`src/hdl/snfcs_pkg.sv`:
```
// Shared types, codes and constants of the serial NOR flash command sequencer.
`default_nettype none

package snfcs_pkg;

  localparam int ADDR_W = 26;
  localparam int LEN_W  = 17;
  localparam int POS_W  = 18;
  localparam int CAP_W  = 5;

  localparam int PAGE_BYTES_DEF     = 256;
  localparam int MAX_READ_BYTES_DEF = 65536;

  // Depth of the result queue in front of the output channel
  localparam int RES_DEPTH = 4;

  localparam logic [1:0] ACT_CMD  = 2'd0;
  localparam logic [1:0] ACT_HOST = 2'd1;
  localparam logic [1:0] ACT_RX   = 2'd2;
  localparam logic [1:0] ACT_ERR  = 2'd3;

  localparam logic [2:0] CMD_ID     = 3'd0;
  localparam logic [2:0] CMD_READ   = 3'd1;
  localparam logic [2:0] CMD_PROG   = 3'd2;
  localparam logic [2:0] CMD_SECTOR = 3'd3;
  localparam logic [2:0] CMD_BLOCK  = 3'd4;
  localparam logic [2:0] CMD_CHIP   = 3'd5;

  localparam logic [1:0] KIND_SEND = 2'd0;
  localparam logic [1:0] KIND_HOST = 2'd1;
  localparam logic [1:0] KIND_DONE = 2'd2;

  localparam logic [1:0] ST_OK      = 2'd0;
  localparam logic [1:0] ST_REJECT  = 2'd1;
  localparam logic [1:0] ST_LINK    = 2'd2;
  localparam logic [1:0] ST_UNKNOWN = 2'd3;

  localparam logic [7:0] OP_ID     = 8'h90;
  localparam logic [7:0] OP_READ   = 8'h0B;
  localparam logic [7:0] OP_PROG   = 8'h02;
  localparam logic [7:0] OP_SECTOR = 8'h20;
  localparam logic [7:0] OP_BLOCK  = 8'hD8;
  localparam logic [7:0] OP_CHIP   = 8'hC7;
  localparam logic [7:0] OP_WREN   = 8'h06;
  localparam logic [7:0] OP_RDSR   = 8'h05;
  localparam logic [7:0] OP_UID    = 8'h4B;

  localparam logic [7:0] MFR_ID  = 8'hEF;
  localparam logic [7:0] DEV_MIN = 8'h14;
  localparam logic [7:0] DEV_MAX = 8'h19;
  localparam logic [CAP_W-1:0] CAP_BASE = 5'd21;

  localparam logic [ADDR_W-1:0] SECTOR_MASK = 26'h3FFF000;
  localparam logic [ADDR_W-1:0] BLOCK_MASK  = 26'h3FF0000;

  typedef struct packed {
    logic [1:0]        action;
    logic [2:0]        command;
    logic [ADDR_W-1:0] address;
    logic [LEN_W-1:0]  length;
    logic [7:0]        host_byte;
    logic [7:0]        rx_byte;
  } item_t;

  typedef struct packed {
    logic [1:0] kind;
    logic [7:0] byte_value;
    logic       frame_end;
    logic [1:0] status;
    logic       last;
  } result_t;

  typedef struct packed {
    logic [1:0]       count;
    result_t [1:0]    res;
  } res_pair_t;

  typedef struct packed {
    logic              valid;
    logic              cancel;
    logic [ADDR_W-1:0] addr;
    logic [LEN_W-1:0]  len;
  } trim_req_t;

  typedef struct packed {
    logic             valid;
    logic [LEN_W-1:0] remaining;
  } trim_rsp_t;

  function automatic logic [7:0] opcode_of(input logic [2:0] cmd);
    logic [7:0] op;
    unique case (cmd)
      CMD_ID:     op = OP_ID;
      CMD_READ:   op = OP_READ;
      CMD_PROG:   op = OP_PROG;
      CMD_SECTOR: op = OP_SECTOR;
      CMD_BLOCK:  op = OP_BLOCK;
      CMD_CHIP:   op = OP_CHIP;
      default:    op = 8'h00;
    endcase
    return op;
  endfunction

endpackage

`default_nettype wire

```
`src/hdl/snfcs_in_if.sv`:
```
// Input item channel: valid, ready and the fields of one item.
`default_nettype none

interface snfcs_in_if;
  import snfcs_pkg::*;

  logic              valid;
  logic              ready;
  logic [1:0]        action;
  logic [2:0]        command;
  logic [ADDR_W-1:0] address;
  logic [LEN_W-1:0]  length;
  logic [7:0]        host_byte;
  logic [7:0]        rx_byte;

  modport source (output valid, action, command, address, length, host_byte, rx_byte,
                  input ready);
  modport sink   (input valid, action, command, address, length, host_byte, rx_byte,
                  output ready);
endinterface

`default_nettype wire

```
`src/hdl/snfcs_out_if.sv`:
```
// Result channel: valid, ready and the fields of one result.
`default_nettype none

interface snfcs_out_if;
  logic       valid;
  logic       ready;
  logic [1:0] kind;
  logic [7:0] byte_value;
  logic       frame_end;
  logic [1:0] status;
  logic       last;

  modport source (output valid, kind, byte_value, frame_end, status, last, input ready);
  modport sink   (input valid, kind, byte_value, frame_end, status, last, output ready);
endinterface

`default_nettype wire

```
`src/hdl/spi_nor_flash_command_sequencer_core.sv`:
```
// Flow: an accepted item is held in the input register and processed once the result
//   queue has room for a pair; its results are offered from the queue one a transfer.
// Throughput: one item per cycle while items yield at most one result and the output
//   is not stalled; else the output channel, one result a transfer, sets the rate.
// Reset: synchronous, active high; clears the sequencer to idle, not identified,
//   and empties the input register and the result queue.
`default_nettype none

module spi_nor_flash_command_sequencer_core #(
  parameter int PAGE_BYTES     = snfcs_pkg::PAGE_BYTES_DEF,
  parameter int MAX_READ_BYTES = snfcs_pkg::MAX_READ_BYTES_DEF
) (
  input  logic         clk,
  input  logic         rst,
  snfcs_in_if.sink     items,
  snfcs_out_if.source  results
);
  import snfcs_pkg::*;

  item_t      item_q;
  logic       item_v;
  logic       room;
  logic       fire;
  trim_req_t  trim_req;
  trim_rsp_t  trim_rsp;
  res_pair_t  res;

  assign fire        = item_v & room;
  assign items.ready = ~item_v | room;

  always_ff @(posedge clk) begin
    if (rst) begin
      item_v <= 1'b0;
    end else if (items.valid && items.ready) begin
      item_v <= 1'b1;
    end else if (fire) begin
      item_v <= 1'b0;
    end
    if (items.valid && items.ready) begin
      item_q <= '{action: items.action, command: items.command, address: items.address,
                  length: items.length, host_byte: items.host_byte, rx_byte: items.rx_byte};
    end
  end

  snfcs_engine #(
    .MAX_READ_BYTES (MAX_READ_BYTES)
  ) u_engine (
    .clk      (clk),
    .rst      (rst),
    .fire     (fire),
    .item     (item_q),
    .trim_rsp (trim_rsp),
    .trim_req (trim_req),
    .res      (res)
  );

  snfcs_page_trim #(
    .PAGE_BYTES (PAGE_BYTES)
  ) u_page_trim (
    .clk (clk),
    .rst (rst),
    .req (trim_req),
    .rsp (trim_rsp)
  );

  snfcs_result_fifo u_result_fifo (
    .clk     (clk),
    .rst     (rst),
    .push    (res),
    .room    (room),
    .results (results)
  );

endmodule

`default_nettype wire

```
`src/hdl/snfcs_page_trim.sv`:
```
// Page-end trim of a program length: remainder by the page size over two stages.
`default_nettype none

module snfcs_page_trim #(
  parameter int PAGE_BYTES = snfcs_pkg::PAGE_BYTES_DEF
) (
  input  logic                  clk,
  input  logic                  rst,
  input  snfcs_pkg::trim_req_t  req,
  output snfcs_pkg::trim_rsp_t  rsp
);
  import snfcs_pkg::*;

  localparam int PG_L  = $clog2(PAGE_BYTES);
  localparam int PG_W  = $clog2(PAGE_BYTES + 1);
  localparam int SH    = ADDR_W + PG_L;
  localparam int REC_W = ADDR_W + 2;
  localparam int PR_W  = ADDR_W + REC_W;
  localparam int Q_W   = PR_W - SH;
  // Rounded-up reciprocal: exact quotient for every address of ADDR_W bits
  localparam logic [63:0] RECIP_WIDE =
      ((64'd1 << SH) + 64'(PAGE_BYTES) - 64'd1) / 64'(PAGE_BYTES);
  localparam logic [REC_W-1:0] RECIP = RECIP_WIDE[REC_W-1:0];
  localparam logic [PG_W-1:0]  PAGE  = PG_W'(PAGE_BYTES);

  logic                   v1, v2;
  logic [ADDR_W-1:0]      addr1, addr2;
  logic [LEN_W-1:0]       len1, len2;
  logic [Q_W-1:0]         q1;
  logic [ADDR_W-1:0]      qp2;
  logic [PR_W-1:0]        prod1;
  logic [Q_W+PG_W-1:0]    prod2;
  logic [ADDR_W-1:0]      diff;
  logic [PG_W-1:0]        room;
  logic [LEN_W-1:0]       room_len;

  assign prod1 = req.addr * RECIP;
  assign prod2 = q1 * PAGE;

  always_ff @(posedge clk) begin
    if (rst) begin
      v1 <= 1'b0;
      v2 <= 1'b0;
    end else begin
      v1 <= req.valid;
      v2 <= v1 & ~req.cancel;
    end
    if (req.valid) begin
      addr1 <= req.addr;
      len1  <= req.len;
      q1    <= prod1[PR_W-1:SH];
    end
    if (v1) begin
      addr2 <= addr1;
      len2  <= len1;
      qp2   <= prod2[ADDR_W-1:0];
    end
  end

  assign diff     = addr2 - qp2;
  assign room     = PAGE - diff[PG_W-1:0];
  assign room_len = LEN_W'(room);

  assign rsp.valid     = v2 & ~req.cancel;
  assign rsp.remaining = (len2 < room_len) ? len2 : room_len;

endmodule

`default_nettype wire

```
`src/hdl/snfcs_engine.sv`:
```
// Command sequencer state and per-item next-state logic, up to two results an item.
`default_nettype none

module snfcs_engine #(
  parameter int MAX_READ_BYTES = snfcs_pkg::MAX_READ_BYTES_DEF
) (
  input  logic                  clk,
  input  logic                  rst,
  input  logic                  fire,
  input  snfcs_pkg::item_t      item,
  input  snfcs_pkg::trim_rsp_t  trim_rsp,
  output snfcs_pkg::trim_req_t  trim_req,
  output snfcs_pkg::res_pair_t  res
);
  import snfcs_pkg::*;

  typedef enum logic [3:0] {
    PH_IDLE, PH_ID, PH_UID, PH_WREN, PH_READ, PH_PROG_HDR,
    PH_PROG_WAIT, PH_PROG_DATA, PH_ERASE, PH_POLL
  } phase_t;

  localparam logic [31:0]      MAX_RD   = 32'(MAX_READ_BYTES);
  localparam logic [POS_W-1:0] ID_LAST  = POS_W'(5);
  localparam logic [POS_W-1:0] UID_DATA = POS_W'(5);
  localparam logic [POS_W-1:0] UID_LAST = POS_W'(12);
  localparam logic [POS_W-1:0] RD_HDR   = POS_W'(5);
  localparam logic [POS_W-1:0] ADDR_HDR = POS_W'(4);

  phase_t            phase, phase_next;
  logic [CAP_W-1:0]  cap_log2, cap_next;
  logic [2:0]        active_command, act_next;
  logic [POS_W-1:0]  frame_position, pos_next;
  logic [ADDR_W-1:0] target_address, tgt_next;
  logic [LEN_W-1:0]  remaining_bytes, rem_next;

  logic [ADDR_W:0]   cap_val, span;
  logic [POS_W-1:0]  total, nxt;
  logic [7:0]        hdr, dev_off;
  logic [LEN_W-1:0]  rem_dec;
  logic              start, trim_go;
  logic              lead_v, tail_v;
  result_t           lead, tail, r0, r1;

  function automatic result_t mk_send(input logic [7:0] b, input logic fe);
    return '{kind: KIND_SEND, byte_value: b, frame_end: fe, status: ST_OK, last: 1'b0};
  endfunction

  function automatic result_t mk_done(input logic [1:0] st);
    return '{kind: KIND_DONE, byte_value: 8'h00, frame_end: 1'b0, status: st, last: 1'b0};
  endfunction

  assign cap_val = (cap_log2 == '0) ? '0 : ({{ADDR_W{1'b0}}, 1'b1} << cap_log2);
  assign span    = {1'b0, item.address} + (ADDR_W + 1)'(item.length);
  assign nxt     = frame_position + POS_W'(1);
  assign dev_off = item.rx_byte - DEV_MIN;
  assign rem_dec = (remaining_bytes != '0) ? remaining_bytes - LEN_W'(1) : remaining_bytes;

  always_comb begin
    if (active_command == CMD_READ) total = POS_W'(remaining_bytes) + RD_HDR;
    else if (active_command == CMD_CHIP) total = POS_W'(1);
    else total = ADDR_HDR;
  end

  // Address bytes follow the opcode, most significant first
  assign hdr = (nxt == POS_W'(1)) ? target_address[23:16] :
               (nxt == POS_W'(2)) ? target_address[15:8]  :
               (nxt == POS_W'(3)) ? target_address[7:0]   : 8'h00;

  always_comb begin
    phase_next = phase;
    cap_next   = cap_log2;
    act_next   = active_command;
    pos_next   = frame_position;
    tgt_next   = target_address;
    rem_next   = remaining_bytes;
    start      = 1'b0;
    trim_go    = 1'b0;
    lead_v     = 1'b0;
    lead       = '{kind: KIND_HOST, byte_value: item.rx_byte, frame_end: 1'b0,
                   status: ST_OK, last: 1'b0};
    tail_v     = 1'b0;
    tail       = '0;

    if (trim_rsp.valid) rem_next = trim_rsp.remaining;

    if (fire) begin
      unique case (item.action)
        ACT_CMD: begin
          if (phase == PH_IDLE) begin
            start    = 1'b1;
            act_next = item.command;
            pos_next = '0;
            tail_v   = 1'b1;
            unique case (item.command)
              CMD_ID: begin
                tgt_next   = '0;
                phase_next = PH_ID;
                tail       = mk_send(OP_ID, 1'b0);
              end
              CMD_READ: begin
                if (item.length == '0 || 32'(item.length) > MAX_RD || span > cap_val) begin
                  tail = mk_done(ST_REJECT);
                end else begin
                  tgt_next   = item.address;
                  rem_next   = item.length;
                  phase_next = PH_READ;
                  tail       = mk_send(OP_READ, 1'b0);
                end
              end
              CMD_PROG: begin
                if (item.length == '0 || span > cap_val) begin
                  tail = mk_done(ST_REJECT);
                end else begin
                  tgt_next   = item.address;
                  trim_go    = 1'b1;
                  phase_next = PH_WREN;
                  tail       = mk_send(OP_WREN, 1'b1);
                end
              end
              CMD_SECTOR, CMD_BLOCK: begin
                if ({1'b0, item.address} >= cap_val) begin
                  tail = mk_done(ST_REJECT);
                end else begin
                  tgt_next   = item.address &
                               ((item.command == CMD_SECTOR) ? SECTOR_MASK : BLOCK_MASK);
                  phase_next = PH_WREN;
                  tail       = mk_send(OP_WREN, 1'b1);
                end
              end
              CMD_CHIP: begin
                tgt_next   = '0;
                phase_next = PH_WREN;
                tail       = mk_send(OP_WREN, 1'b1);
              end
              default: tail = mk_done(ST_REJECT);
            endcase
          end
        end
        ACT_HOST: begin
          if (phase == PH_PROG_WAIT) begin
            phase_next = PH_PROG_DATA;
            tail_v     = 1'b1;
            tail       = mk_send(item.host_byte, remaining_bytes <= LEN_W'(1));
          end
        end
        ACT_RX: begin
          unique case (phase)
            PH_ID: begin
              tail_v = 1'b1;
              if (frame_position < ID_LAST) begin
                if (frame_position == ID_LAST - POS_W'(1))
                  tgt_next = ADDR_W'(item.rx_byte);
                pos_next = nxt;
                tail     = mk_send(8'h00, nxt == ID_LAST);
              end else if (target_address == ADDR_W'(MFR_ID) &&
                           item.rx_byte >= DEV_MIN && item.rx_byte <= DEV_MAX) begin
                cap_next   = CAP_BASE + dev_off[CAP_W-1:0];
                phase_next = PH_UID;
                pos_next   = '0;
                tail       = mk_send(OP_UID, 1'b0);
              end else begin
                phase_next = PH_IDLE;
                pos_next   = '0;
                tail       = mk_done(ST_UNKNOWN);
              end
            end
            PH_UID: begin
              lead_v = (frame_position >= UID_DATA);
              tail_v = 1'b1;
              if (frame_position < UID_LAST) begin
                pos_next = nxt;
                tail     = mk_send(8'h00, nxt == UID_LAST);
              end else begin
                phase_next = PH_IDLE;
                pos_next   = '0;
                tail       = mk_done(ST_OK);
              end
            end
            PH_WREN: begin
              phase_next = (active_command == CMD_PROG) ? PH_PROG_HDR : PH_ERASE;
              pos_next   = '0;
              tail_v     = 1'b1;
              tail       = mk_send(opcode_of(active_command), active_command == CMD_CHIP);
            end
            PH_READ, PH_PROG_HDR, PH_ERASE: begin
              lead_v = (phase == PH_READ) && (frame_position >= RD_HDR);
              if (nxt < total) begin
                pos_next = nxt;
                tail_v   = 1'b1;
                tail     = mk_send(hdr, phase != PH_PROG_HDR && nxt == total - POS_W'(1));
              end else if (phase == PH_READ) begin
                phase_next = PH_IDLE;
                pos_next   = '0;
                tail_v     = 1'b1;
                tail       = mk_done(ST_OK);
              end else if (phase == PH_PROG_HDR) begin
                phase_next = PH_PROG_WAIT;
              end else begin
                phase_next = PH_POLL;
                pos_next   = '0;
                tail_v     = 1'b1;
                tail       = mk_send(OP_RDSR, 1'b0);
              end
            end
            PH_PROG_DATA: begin
              rem_next = rem_dec;
              if (rem_dec != '0) begin
                phase_next = PH_PROG_WAIT;
              end else begin
                phase_next = PH_POLL;
                pos_next   = '0;
                tail_v     = 1'b1;
                tail       = mk_send(OP_RDSR, 1'b0);
              end
            end
            PH_POLL: begin
              tail_v = 1'b1;
              if (frame_position == '0) begin
                pos_next = POS_W'(1);
                tail     = mk_send(8'h00, 1'b1);
              end else if (item.rx_byte[0]) begin
                // Still busy: poll again
                pos_next = '0;
                tail     = mk_send(OP_RDSR, 1'b0);
              end else begin
                phase_next = PH_IDLE;
                pos_next   = '0;
                tail       = mk_done(ST_OK);
              end
            end
            default: ;
          endcase
        end
        ACT_ERR: begin
          if (phase != PH_IDLE) begin
            phase_next = PH_IDLE;
            pos_next   = '0;
            tail_v     = 1'b1;
            tail       = mk_done(ST_LINK);
          end
        end
      endcase
    end
  end

  // Pack the host byte ahead of the frame byte or done, and mark the final one
  always_comb begin
    r0 = lead_v ? lead : tail;
    r1 = tail;
    if (lead_v && tail_v) r1.last = 1'b1;
    else r0.last = 1'b1;
    res.count  = {1'b0, lead_v} + {1'b0, tail_v};
    res.res[0] = r0;
    res.res[1] = r1;
  end

  assign trim_req.valid  = trim_go;
  assign trim_req.cancel = start;
  assign trim_req.addr   = item.address;
  assign trim_req.len    = item.length;

  always_ff @(posedge clk) begin
    if (rst) begin
      phase           <= PH_IDLE;
      cap_log2        <= '0;
      active_command  <= '0;
      frame_position  <= '0;
      target_address  <= '0;
      remaining_bytes <= '0;
    end else begin
      phase           <= phase_next;
      cap_log2        <= cap_next;
      active_command  <= act_next;
      frame_position  <= pos_next;
      target_address  <= tgt_next;
      remaining_bytes <= rem_next;
    end
  end

endmodule

`default_nettype wire

```
`src/hdl/snfcs_result_fifo.sv`:
```
// Result queue: takes up to two results a cycle, hands one a transfer to the output.
`default_nettype none

module snfcs_result_fifo (
  input  logic                  clk,
  input  logic                  rst,
  input  snfcs_pkg::res_pair_t  push,
  output logic                  room,
  snfcs_out_if.source           results
);
  import snfcs_pkg::*;

  localparam int PTR_W = $clog2(RES_DEPTH);
  localparam int CNT_W = $clog2(RES_DEPTH + 1);

  result_t            entries [RES_DEPTH];
  logic [PTR_W-1:0]   wr_ptr, rd_ptr;
  logic [CNT_W-1:0]   count;
  logic               pop;
  result_t            head;

  assign pop  = results.valid & results.ready;
  assign head = entries[rd_ptr];
  // Room for a full pair regardless of this cycle's transfer
  assign room = (count <= CNT_W'(RES_DEPTH - 2));

  always_ff @(posedge clk) begin
    if (rst) begin
      wr_ptr <= '0;
      rd_ptr <= '0;
      count  <= '0;
    end else begin
      wr_ptr <= wr_ptr + PTR_W'(push.count);
      rd_ptr <= rd_ptr + PTR_W'(pop);
      count  <= count + CNT_W'(push.count) - CNT_W'(pop);
    end
    if (push.count != 2'd0) entries[wr_ptr] <= push.res[0];
    if (push.count == 2'd2) entries[wr_ptr + PTR_W'(1)] <= push.res[1];
  end

  assign results.valid      = (count != '0);
  assign results.kind       = head.kind;
  assign results.byte_value = head.byte_value;
  assign results.frame_end  = head.frame_end;
  assign results.status     = head.status;
  assign results.last       = head.last;

endmodule

`default_nettype wire

```
`src/flat_wrapper.sv`:
```
// flat-port wrapper written by rule: the top's interface ports become plain ports
module spi_nor_flash_command_sequencer_core_flat import snfcs_pkg::*;
#(
  parameter int PAGE_BYTES     = snfcs_pkg::PAGE_BYTES_DEF,
  parameter int MAX_READ_BYTES = snfcs_pkg::MAX_READ_BYTES_DEF
)
  (clk, rst, items_valid, items_action, items_command, items_address, items_length, items_host_byte, items_rx_byte, items_ready, results_valid, results_kind, results_byte_value, results_frame_end, results_status, results_last, results_ready);
  snfcs_in_if items_i ();
  snfcs_out_if results_i ();
  input  logic clk;
  input  logic rst;
  input wire logic [$bits(items_i.valid)-1:0] items_valid;
  input wire logic [$bits(items_i.action)-1:0] items_action;
  input wire logic [$bits(items_i.command)-1:0] items_command;
  input wire logic [$bits(items_i.address)-1:0] items_address;
  input wire logic [$bits(items_i.length)-1:0] items_length;
  input wire logic [$bits(items_i.host_byte)-1:0] items_host_byte;
  input wire logic [$bits(items_i.rx_byte)-1:0] items_rx_byte;
  output wire logic [$bits(items_i.ready)-1:0] items_ready;
  output wire logic [$bits(results_i.valid)-1:0] results_valid;
  output wire logic [$bits(results_i.kind)-1:0] results_kind;
  output wire logic [$bits(results_i.byte_value)-1:0] results_byte_value;
  output wire logic [$bits(results_i.frame_end)-1:0] results_frame_end;
  output wire logic [$bits(results_i.status)-1:0] results_status;
  output wire logic [$bits(results_i.last)-1:0] results_last;
  input wire logic [$bits(results_i.ready)-1:0] results_ready;
  assign items_i.valid = items_valid;
  assign items_i.action = items_action;
  assign items_i.command = items_command;
  assign items_i.address = items_address;
  assign items_i.length = items_length;
  assign items_i.host_byte = items_host_byte;
  assign items_i.rx_byte = items_rx_byte;
  assign items_ready = items_i.ready;
  assign results_valid = results_i.valid;
  assign results_kind = results_i.kind;
  assign results_byte_value = results_i.byte_value;
  assign results_frame_end = results_i.frame_end;
  assign results_status = results_i.status;
  assign results_last = results_i.last;
  assign results_i.ready = results_ready;
  spi_nor_flash_command_sequencer_core #(.PAGE_BYTES(PAGE_BYTES), .MAX_READ_BYTES(MAX_READ_BYTES)) u_core (.clk(clk), .rst(rst), .items(items_i), .results(results_i));
endmodule
```
`config.mk`:
```
export PLATFORM = sky130hd
export DESIGN_NAME = spi_nor_flash_command_sequencer_core_flat
export DESIGN_NICKNAME = d
export VERILOG_FILES = /design/src/hdl/snfcs_pkg.sv /design/src/hdl/snfcs_in_if.sv /design/src/hdl/snfcs_out_if.sv /design/src/hdl/spi_nor_flash_command_sequencer_core.sv /design/src/hdl/snfcs_page_trim.sv /design/src/hdl/snfcs_engine.sv /design/src/hdl/snfcs_result_fifo.sv /design/src/flat_wrapper.sv
export SDC_FILE = /design/constraint.sdc
export NUM_CORES = 1
export LEC_CHECK = 0
export CORE_ASPECT_RATIO = 0.7
export CORE_UTILIZATION = 60
export CTS_BUF_LIST = sky130_fd_sc_hd__clkbuf_8 sky130_fd_sc_hd__clkbuf_16
export CTS_CLUSTER_SIZE = 16
export DETAILED_ROUTE_END_ITERATION = 10
export DONT_BUFFER_PORTS = 1
export PLACE_DENSITY_LB_ADDON = 0.1
export SETUP_SLACK_MARGIN = 0.3
export SLEW_MARGIN = 20
export SYNTH_ARGS = -nofsm -noshare
export SYNTH_HDL_FRONTEND = slang
export SYNTH_SLANG_ARGS = --single-unit
```
`constraint.sdc`:
```
create_clock -name clk -period 6.6 [get_ports clk]
set_clock_uncertainty 0.1 [all_clocks]
set_input_delay 0.66 -clock clk [delete_from_list [all_inputs] [get_ports clk]]
set_output_delay 0.66 -clock clk [all_outputs]
set_load 0.1 [all_outputs]
```
==> impl_metrics.xml, run 1 <==
<?xml version="1.0" encoding="UTF-8"?>
<metrics>
  <group name="place">
    <metric name="cell_area_reported_after_detailed_placement" unit="µm²">17190</metric>
    <metric name="gp_congestion" unit="">0.9687</metric>
    <metric name="portbufs" unit="">0</metric>
    <metric name="dp_hpwl" unit="µm">35800</metric>
    <metric name="dp_worst_setup_slack" unit="ns">0.2694</metric>
    <metric name="dp.cells" unit="">2126</metric>
  </group>
  <group name="worst_setup_path">
    <metric name="critPathKind" unit="">reg2reg</metric>
    <metric name="critical_path_peak_fanout" unit="">8</metric>
    <metric name="end_kind" unit="">register</metric>
    <metric name="cp_data_arrival_time" unit="ns">6.25</metric>
    <metric name="timing.critical_path.required" unit="ns">6.81</metric>
    <metric name="crit_path_start_kind" unit="">register</metric>
  </group>
  <group name="floorplan">
    <metric name="die_area" unit="µm²">28830</metric>
    <metric name="die_height" unit="µm">142.4</metric>
    <metric name="start_util" unit="%">62.05</metric>
    <metric name="die-width" unit="µm">202.5</metric>
    <metric name="pin_count" unit="">84</metric>
    <metric name="floorplan.core_area" unit="µm²">27210</metric>
    <metric name="rows" unit="">50</metric>
  </group>
  <group name="timing">
    <metric name="timing.final.ws_setup" unit="ns">0.5562</metric>
    <metric name="period_minus_slack" unit="ns">6.044</metric>
    <metric name="setup_tns" unit="ns">0</metric>
    <metric name="fmax" unit="GHz">0.1655</metric>
    <metric name="tightestPinTransition" unit="ns">1.092</metric>
    <metric name="report.final.slew_viol_count" unit="">0</metric>
    <metric name="hold_violations" unit="">0</metric>
    <metric name="timing.slew.headroom" unit="%">27.20</metric>
    <metric name="final_worst_path_cycle_share" unit="%">91.57</metric>
    <metric name="finalSetupViolCount" unit="">0</metric>
    <metric name="grt_setup_unrepaired" unit="">no</metric>
  </group>
  <group name="finish">
    <metric name="layout.cells.most_common" unit="">nand2_1</metric>
    <metric name="nets" unit="">1979</metric>
    <metric name="design_area" unit="µm²">18040</metric>
    <metric name="layout-drive-gt1-share" unit="%">7.918</metric>
    <metric name="layout-area-overhead-vs-synth" unit="%">6.825</metric>
    <metric name="layout.cells.most_common_list" unit="">191 x nand2_1, 166 x edfxtp_1, 163 x nor2_1</metric>
    <metric name="layoutNonFillerInstCount" unit="">2170</metric>
    <metric name="diodes" unit="">0</metric>
    <metric name="num-fill-cells" unit="">2178</metric>
  </group>
  <group name="pwr">
    <metric name="power.density_cell_area" unit="nW/µm²">234.8</metric>
    <metric name="ir_drop" unit="mV">0.2731</metric>
    <metric name="leakage" unit="nW">6.726</metric>
  </group>
  <group name="outcome">
    <metric name="outcome" unit="">finished, final reports clean</metric>
  </group>
  <group name="yosys">
    <metric name="count_of_flip_flops_with_a_built_in_enable_after_synthesis" unit="">166</metric>
    <metric name="synthCells" unit="">1823</metric>
    <metric name="ys_warn_count" unit="">0</metric>
    <metric name="synth.yosys.seq_area_share" unit="%">39.84</metric>
    <metric name="synth.cell_area" unit="µm²">16880</metric>
    <metric name="ys_seq_elements" unit="">253</metric>
    <metric name="synthFlopType" unit="">edfxtp_1</metric>
    <metric name="post_synth.cell_area_avg" unit="µm²">9.262</metric>
    <metric name="synth-async-reset-ratio" unit="%">0</metric>
    <metric name="post_synth_num_cell_types" unit="">91</metric>
  </group>
  <group name="routing">
    <metric name="drt-pass1-iter-count" unit="">7</metric>
    <metric name="totalWireLength" unit="µm">47940</metric>
    <metric name="detail_route.wl_per_cell" unit="µm">22.09</metric>
    <metric name="drc_violation_count_after_routing" unit="">0</metric>
    <metric name="number_of_routed_nets_with_antenna_violations" unit="">0</metric>
    <metric name="via_count" unit="">14330</metric>
    <metric name="viasPerCell" unit="">6.606</metric>
    <metric name="detail_route.iter0.violations" unit="">1703</metric>
  </group>
  <group name="clocking">
    <metric name="cts_tree" unit="">yes</metric>
    <metric name="clkLatencyLatePin" unit="ns">0.56</metric>
    <metric name="cts.repair_timing.setup_buffer_count" unit="">0</metric>
    <metric name="clkTransAtPathRegs" unit="ns">0.07</metric>
    <metric name="cts_inserted_buffers" unit="">25</metric>
    <metric name="clock_tree_buf_depth" unit="">3</metric>
    <metric name="cts_max_level" unit="">1</metric>
    <metric name="numClockSinks" unit="">253</metric>
    <metric name="postCtsResizedCells" unit="">0</metric>
    <metric name="cts-hold-fix-buffers" unit="">0</metric>
    <metric name="cts_root_buffer" unit="">clkbuf_16</metric>
  </group>
  <group name="grt">
    <metric name="first_global_vias" unit="">13340</metric>
    <metric name="grt_start_max_net_pins" unit="">93</metric>
    <metric name="grtUsageTotal" unit="%">33.29</metric>
    <metric name="grt_overflow_total" unit="">0</metric>
    <metric name="grt_first_pass_wirelength" unit="µm">75170</metric>
    <metric name="initial_antenna_violation_count" unit="">0</metric>
  </group>
  <group name="hold_path">
    <metric name="hold_path_class" unit="">in2reg</metric>
  </group>
  <group name="flow_run">
    <metric name="drv.max_cap_violation_count" unit="">0</metric>
  </group>
</metrics>
[cells in the mapped netlist (31+ instances only)]
cell      number  area (µm²)
a21oi_1      115       575.6
edfxtp_1     166        4985
nand2_1      192       720.7
nand2b_1      32       200.2
ha_1         120        1501
xnor2_1       67       586.8
dfxtp_1       87        1742
o21ai_0       89       445.4
nor2_1       168       630.6
clkbuf_1      71       266.5
inv_1         70       262.8
nand3_1       50       250.2
nor3_1        60       300.3
mux2i_1       31       310.3
[registers in the layout (all words and copies together) (netlist names), 8 cells and up]
register	flops
u_core.item_q	64
u_core.u_engine.frame_position	18
u_core.u_engine.remaining_bytes	17
u_core.u_engine.target_address	26
u_core.u_page_trim.addr1	8
u_core.u_page_trim.addr2	8
u_core.u_page_trim.len1	17
u_core.u_page_trim.len2	17
u_core.u_result_fifo.entries	56
[per-stage QoR]
stage	util (%)	power [mW]	hold WS [ns]
floorplan	-	2.664	0.3003
global placement	63.16	2.840	0.3003
detailed placement	63.16	2.863	0.3054
CTS	66.00	4.227	0.07835
global route	66.28	4.383	0.08088
finish	66.28	4.235	0.09061
[critical path: stages (launching register included)]
cell,delay (ns)
dfxtp_1,0.51
ha_1,0.32
nand3_1,0.28
nor2_2,0.29
nand2_1,0.09
xor2_1,0.30
inv_1,0.08
ha_1,0.31
o2111ai_1,0.14
a21oi_1,0.18
o211ai_1,0.21
a21oi_2,0.38
a21o_1,0.18
a221oi_1,0.08
o311ai_0,0.47
a21oi_2,0.18
inv_1,0.09
ha_1,0.19
nand2b_1,0.32
inv_1,0.14
a21boi_1,0.47
nor2_1,0.22
a22o_1,0.26
[path summary, 6_finish.rpt]
path / depth (start not counted) / slack (ns) / to / startpoint
hold / removal: 0 / 0.09 / u_core.item_q[4]$_DFFE_PP_ / items_rx_byte[4]
hold reg to reg: 0 / 0.32 / u_core.u_page_trim.len2[13]$_DFFE_PP_ / u_core.u_page_trim.len1[13]$_DFFE_PP_
setup reg to reg: 22 / 0.56 / u_core.u_result_fifo.entries[1][10]$_DFFE_PP_ / u_core.u_engine.frame_position[1]$_SDFFE_PP0P_
setup / recovery: 22 / 0.56 / u_core.u_result_fifo.entries[1][10]$_DFFE_PP_ / u_core.u_engine.frame_position[1]$_SDFFE_PP0P_
[power breakdown]
part	internal [mW]	total (mW)	switching, mW
combinational	0.300	0.963	0.663
sequential	1.76	1.89	0.127
clock	0.748	1.38	0.635
[routing by layer]
| layer | track usage, % | vias up | routed length, µm |
|---|---|---|---|
| met1 | 50.74 | 6865 | 22480 |
| li1 | - | 6677 | - |
| met4 | 7.875 | 0 | 1037 |
| met2 | 48.40 | 708 | 20090 |
| met5 | 0 | - | 0 |
| met3 | 6.433 | 84 | 4334 |
[layout make-up]
cell class	instances	area [µm²]	area share, %
Multi-Input combinational cell	1408	9582	53.12
Sequential cell	253	6733	37.33
Clock buffer	28	689.4	3.822
Tap cell	364	455.4	2.525
Inverter	71	266.5	1.478
Timing Repair Buffer	30	229.0	1.269
Clock inverter	16	82.58	0.4578
[cell families after synthesis]
group                      synth area share (%)
xor gates and xnor gates                  4.720
and+or+nand+nor                           21.50
muxes                                     4.372
buffers and inverters                     3.853
adders and majority gates                 9.129
other                                   0.02221
DFF                                       39.84
AOI/OAI and AO/OA                         16.56
No activity file was read; power rests on OpenSTA's default activity.
==> inputs of run 2 (changes only) <==
--- a/config.mk
+++ b/config.mk
@@ -5,6 +5,7 @@
 export SDC_FILE = /design/constraint.sdc
 export NUM_CORES = 1
 export LEC_CHECK = 0
+export ABC_AREA = 1
 export CORE_ASPECT_RATIO = 0.7
 export CORE_UTILIZATION = 60
 export CTS_BUF_LIST = sky130_fd_sc_hd__clkbuf_8 sky130_fd_sc_hd__clkbuf_16
==> constraint.sdc (replaced) <==
create_clock -name clk -period 6.6 [get_ports clk]
set_clock_uncertainty 0.1 [all_clocks]
set_input_delay 1.32 -clock clk [delete_from_list [all_inputs] [get_ports clk]]
set_output_delay 1.32 -clock clk [all_outputs]
set_load 0.1 [all_outputs]
==> run 2 against run 1 <==
First-iteration DRC count increased by 7.6%. Cell area grew 3.4%. Count of clock-buffer cells in the layout grew 1. Register-to-register slack gained 0.29 ns. Critical path depth up 4. Sequential cell count unchanged.
==> impl_metrics.xml, run 2 <==
<?xml version="1.0" encoding="UTF-8"?>
<metrics>
  <group name="clocking">
    <metric name="cts_max_level" unit="">1</metric>
    <metric name="cts_tree" unit="">yes</metric>
    <metric name="clkLatencyLatePin" unit="ns">0.57</metric>
    <metric name="clock_tree_buf_depth" unit="">3</metric>
    <metric name="cts_root_buffer" unit="">clkbuf_16</metric>
    <metric name="clkTransAtPathRegs" unit="ns">0.06</metric>
    <metric name="cts_inserted_buffers" unit="">27</metric>
    <metric name="numClockSinks" unit="">253</metric>
  </group>
  <group name="yosys">
    <metric name="synth.cell_area" unit="µm²">17230</metric>
    <metric name="synth.yosys.seq_area_share" unit="%">39.04</metric>
    <metric name="synth_top_area_share" unit="%">28.93</metric>
    <metric name="synth-async-reset-ratio" unit="%">0</metric>
    <metric name="synth.largest_area_cell" unit="">edfxtp_1</metric>
    <metric name="ys_seq_elements" unit="">253</metric>
    <metric name="post_synth_num_cell_types" unit="">57</metric>
    <metric name="count_of_flip_flops_with_a_built_in_enable_after_synthesis" unit="">166</metric>
    <metric name="post_synth.cell_area_avg" unit="µm²">7.536</metric>
    <metric name="synth_top_cells_by_count" unit="">535 x nand2_1, 276 x nor2_1, 249 x inv_1</metric>
    <metric name="synthFlopType" unit="">edfxtp_1</metric>
    <metric name="yosysMostFrequentCell" unit="">nand2_1</metric>
    <metric name="synthCells" unit="">2286</metric>
    <metric name="synth.area.top_cells" unit="">edfxtp_1 29%, nand2_1 12%, dfxtp_1 10%</metric>
    <metric name="ys_warn_count" unit="">0</metric>
  </group>
  <group name="finish">
    <metric name="nets" unit="">2474</metric>
    <metric name="multi_input_comb_area" unit="µm²">9364</metric>
    <metric name="design_area" unit="µm²">18650</metric>
    <metric name="layout-drive-gt1-share" unit="%">6.768</metric>
    <metric name="regMostFlops" unit="">u_core.item_q</metric>
    <metric name="layout-area-overhead-vs-synth" unit="%">8.279</metric>
    <metric name="biggestRegsByFlops" unit="">u_core.item_q: 64 flops, u_core.u_result_fifo.entries: 56 flops, u_core.u_engine.target_address: 26 flops</metric>
    <metric name="layout.cells.most_common_list" unit="">535 x nand2_1, 274 x nor2_1, 255 x inv_1</metric>
    <metric name="ff_latch_area" unit="µm²">6728</metric>
    <metric name="layout.cells.most_common" unit="">nand2_1</metric>
    <metric name="largest_register_ffs" unit="">64</metric>
    <metric name="num-fill-cells" unit="">2439</metric>
  </group>
  <group name="pwr">
    <metric name="leakage" unit="nW">7.993</metric>
    <metric name="fin_total_pwr" unit="mW">5.974</metric>
    <metric name="ir_drop" unit="mV">0.2976</metric>
    <metric name="power.density_cell_area" unit="nW/µm²">320.2</metric>
  </group>
  <group name="worst_setup_path">
    <metric name="r2r.worst_path.cells" unit="">26</metric>
    <metric name="critPathKind" unit="">reg2reg</metric>
    <metric name="crit_cells" unit="">26</metric>
    <metric name="crit_path_start_kind" unit="">register</metric>
    <metric name="critical_path.slowest_cell" unit="">edfxtp_1</metric>
    <metric name="cp_data_arrival_time" unit="ns">5.97</metric>
    <metric name="end_kind" unit="">register</metric>
    <metric name="category_of_cells_accounting_for_the_largest_share_of_critical_path_delay" unit="">compound AO/OA/AOI/OAI gates</metric>
    <metric name="critical_path_peak_fanout" unit="">6</metric>
    <metric name="timing.critical_path.buf_inv" unit="">0</metric>
    <metric name="timing.critical_path.required" unit="ns">6.81</metric>
    <metric name="timing.critical_path.slowest_cell_delay" unit="ns">0.43</metric>
    <metric name="path_common_cell" unit="">nand2_1</metric>
  </group>
  <group name="grt">
    <metric name="initial_antenna_violation_count" unit="">1</metric>
    <metric name="grt_start_max_net_pins" unit="">65</metric>
    <metric name="grt_first_pass_wirelength" unit="µm">80360</metric>
    <metric name="grt_overflow_total" unit="">0</metric>
    <metric name="first_global_vias" unit="">14610</metric>
    <metric name="grtUsageTotal" unit="%">35.32</metric>
  </group>
  <group name="timing">
    <metric name="tightestPinTransition" unit="ns">1.206</metric>
    <metric name="hold_violations" unit="">0</metric>
    <metric name="finalSetupViolCount" unit="">0</metric>
    <metric name="setup_tns" unit="ns">0</metric>
    <metric name="period_minus_slack" unit="ns">5.751</metric>
    <metric name="grt_setup_unrepaired" unit="">no</metric>
    <metric name="fmax" unit="GHz">0.1739</metric>
    <metric name="report.final.slew_viol_count" unit="">0</metric>
    <metric name="final_worst_path_cycle_share" unit="%">87.14</metric>
    <metric name="timing.slew.headroom" unit="%">19.76</metric>
  </group>
  <group name="floorplan">
    <metric name="start_util" unit="%">61.50</metric>
    <metric name="pin_count" unit="">84</metric>
    <metric name="die-width" unit="µm">204.5</metric>
    <metric name="die_area" unit="µm²">29410</metric>
    <metric name="floorplan.core_area" unit="µm²">28010</metric>
    <metric name="die_height" unit="µm">143.8</metric>
    <metric name="rows" unit="">51</metric>
  </group>
  <group name="routing">
    <metric name="viasPerCell" unit="">6.051</metric>
    <metric name="number_of_routed_nets_with_antenna_violations" unit="">0</metric>
    <metric name="detail_route.iter0.violations" unit="">1833</metric>
    <metric name="drc_violation_count_after_routing" unit="">0</metric>
    <metric name="totalWireLength" unit="µm">51840</metric>
    <metric name="via_count" unit="">16200</metric>
    <metric name="detail_route.wl_per_cell" unit="µm">19.37</metric>
    <metric name="drt-pass1-iter-count" unit="">6</metric>
  </group>
  <group name="place">
    <metric name="portbufs" unit="">0</metric>
    <metric name="cell_area_reported_after_detailed_placement" unit="µm²">17690</metric>
    <metric name="dp_hpwl" unit="µm">39660</metric>
    <metric name="gp_congestion" unit="">1.008</metric>
  </group>
  <group name="flow_run">
    <metric name="drv.max_cap_violation_count" unit="">0</metric>
  </group>
  <group name="hold_path">
    <metric name="holdPathStages" unit="">0</metric>
    <metric name="hold_path_class" unit="">reg2reg</metric>
  </group>
  <group name="outcome">
    <metric name="outcome" unit="">finished, final reports clean</metric>
  </group>
</metrics>
run 2: cell count changes after synthesis, sizes merged, moves of 37 or more:
| cell | delta |
|---|---|
| nand2 | +364 |
| nor2 | +122 |
| inv | +185 |
| nand3 | +118 |
| a21oi | +37 |
| o21ai | +71 |
| xnor2 | -55 |
| clkbuf | -38 |
run 2: layer usage:
| metal | global-route usage, % | up-vias | share of wire (%) |
|---|---|---|---|
| li1 | - | 7732 | - |
| met1 | 51.36 | 7539 | 44 |
| met2 | 51.81 | 822 | 42 |
| met3 | 8.481 | 106 | 11 |
| met4 | 10.29 | 0 | 2.4 |
| met5 | 0 | - | 0 |
run 2: area by class of cell:
type                            instances  share of cell area, %
Antenna cell                            1                0.01341
Clock buffer                           29                  3.770
Clock inverter                         21                  1.301
Inverter                              262                  5.279
Multi-Input combinational cell       1718                  50.20
Sequential cell                       253                  36.07
Tap cell                              371                  2.488
Timing Repair Buffer                   22                 0.8854
run 2: cell families after synthesis:
group                    Yosys count  synth area share (%)
AND/OR/NAND/NOR                 1131                 28.56
AO/OA/AOI/OAI                    407                 13.21
buffers and inverters            316                 7.321
flip-flops                       253                 39.04
adder cells (fa/ha/maj)          122                 8.948
XOR/XNOR                          56                 2.891
other                              1               0.02177
run 2: worst paths after layout:
path / from / to / slack [ns]
max: u_core.item_q[18]$_DFFE_PP_ / u_core.u_result_fifo.entries[0][6]$_DFFE_PP_ / 0.85
min: u_core.u_page_trim.len1[1]$_DFFE_PP_ / u_core.u_page_trim.len2[1]$_DFFE_PP_ / 0.32
max reg2reg: u_core.item_q[18]$_DFFE_PP_ / u_core.u_result_fifo.entries[0][6]$_DFFE_PP_ / 0.85
min reg2reg: u_core.u_page_trim.len1[1]$_DFFE_PP_ / u_core.u_page_trim.len2[1]$_DFFE_PP_ / 0.32
run 2: what timing repair did:
| item | 4_1_cts | 5_1_grt |
|---|---|---|
| setup buffers | 0 | 1 |
| gates resized for setup | 0 | 4 |
| hold buffers | 0 | 0 |
| setup endpoints to repair | 0 | 48 |
run 2: where the power goes:
group	internal [mW]	switching, mW	total (mW)
combinational	0.593	1.75	2.34
sequential	1.84	0.167	2.00
clock	0.966	0.662	1.63
total	3.40	2.58	5.97
run 2: worst reg2reg max path: cells and delay by family, from the launching register on:
family                     cells  cell delay (ns)
AOI/OAI and AO/OA             11             2.56
DFF                            1             0.43
xor gates and xnor gates       1             0.16
adders and majority gates      2             0.67
and+or+nand+nor               12             1.57
run 2: per-stage QoR:
step / utilization, % / worst slack (ns) / hold slack, ns / std cells
2_1_floorplan: - / 1.476 / 0.3003 / 2287
3_3_place_gp: 63.11 / 1.074 / 0.3035 / 2625
3_5_place_dp: 63.13 / 0.8227 / 0.3054 / 2625
4_1_cts: 66.51 / 0.7608 / 0.3172 / 2675
5_1_grt: 66.59 / 0.3339 / 0.3275 / 2677
6_report: 66.59 / 0.8490 / 0.3161 / 2677
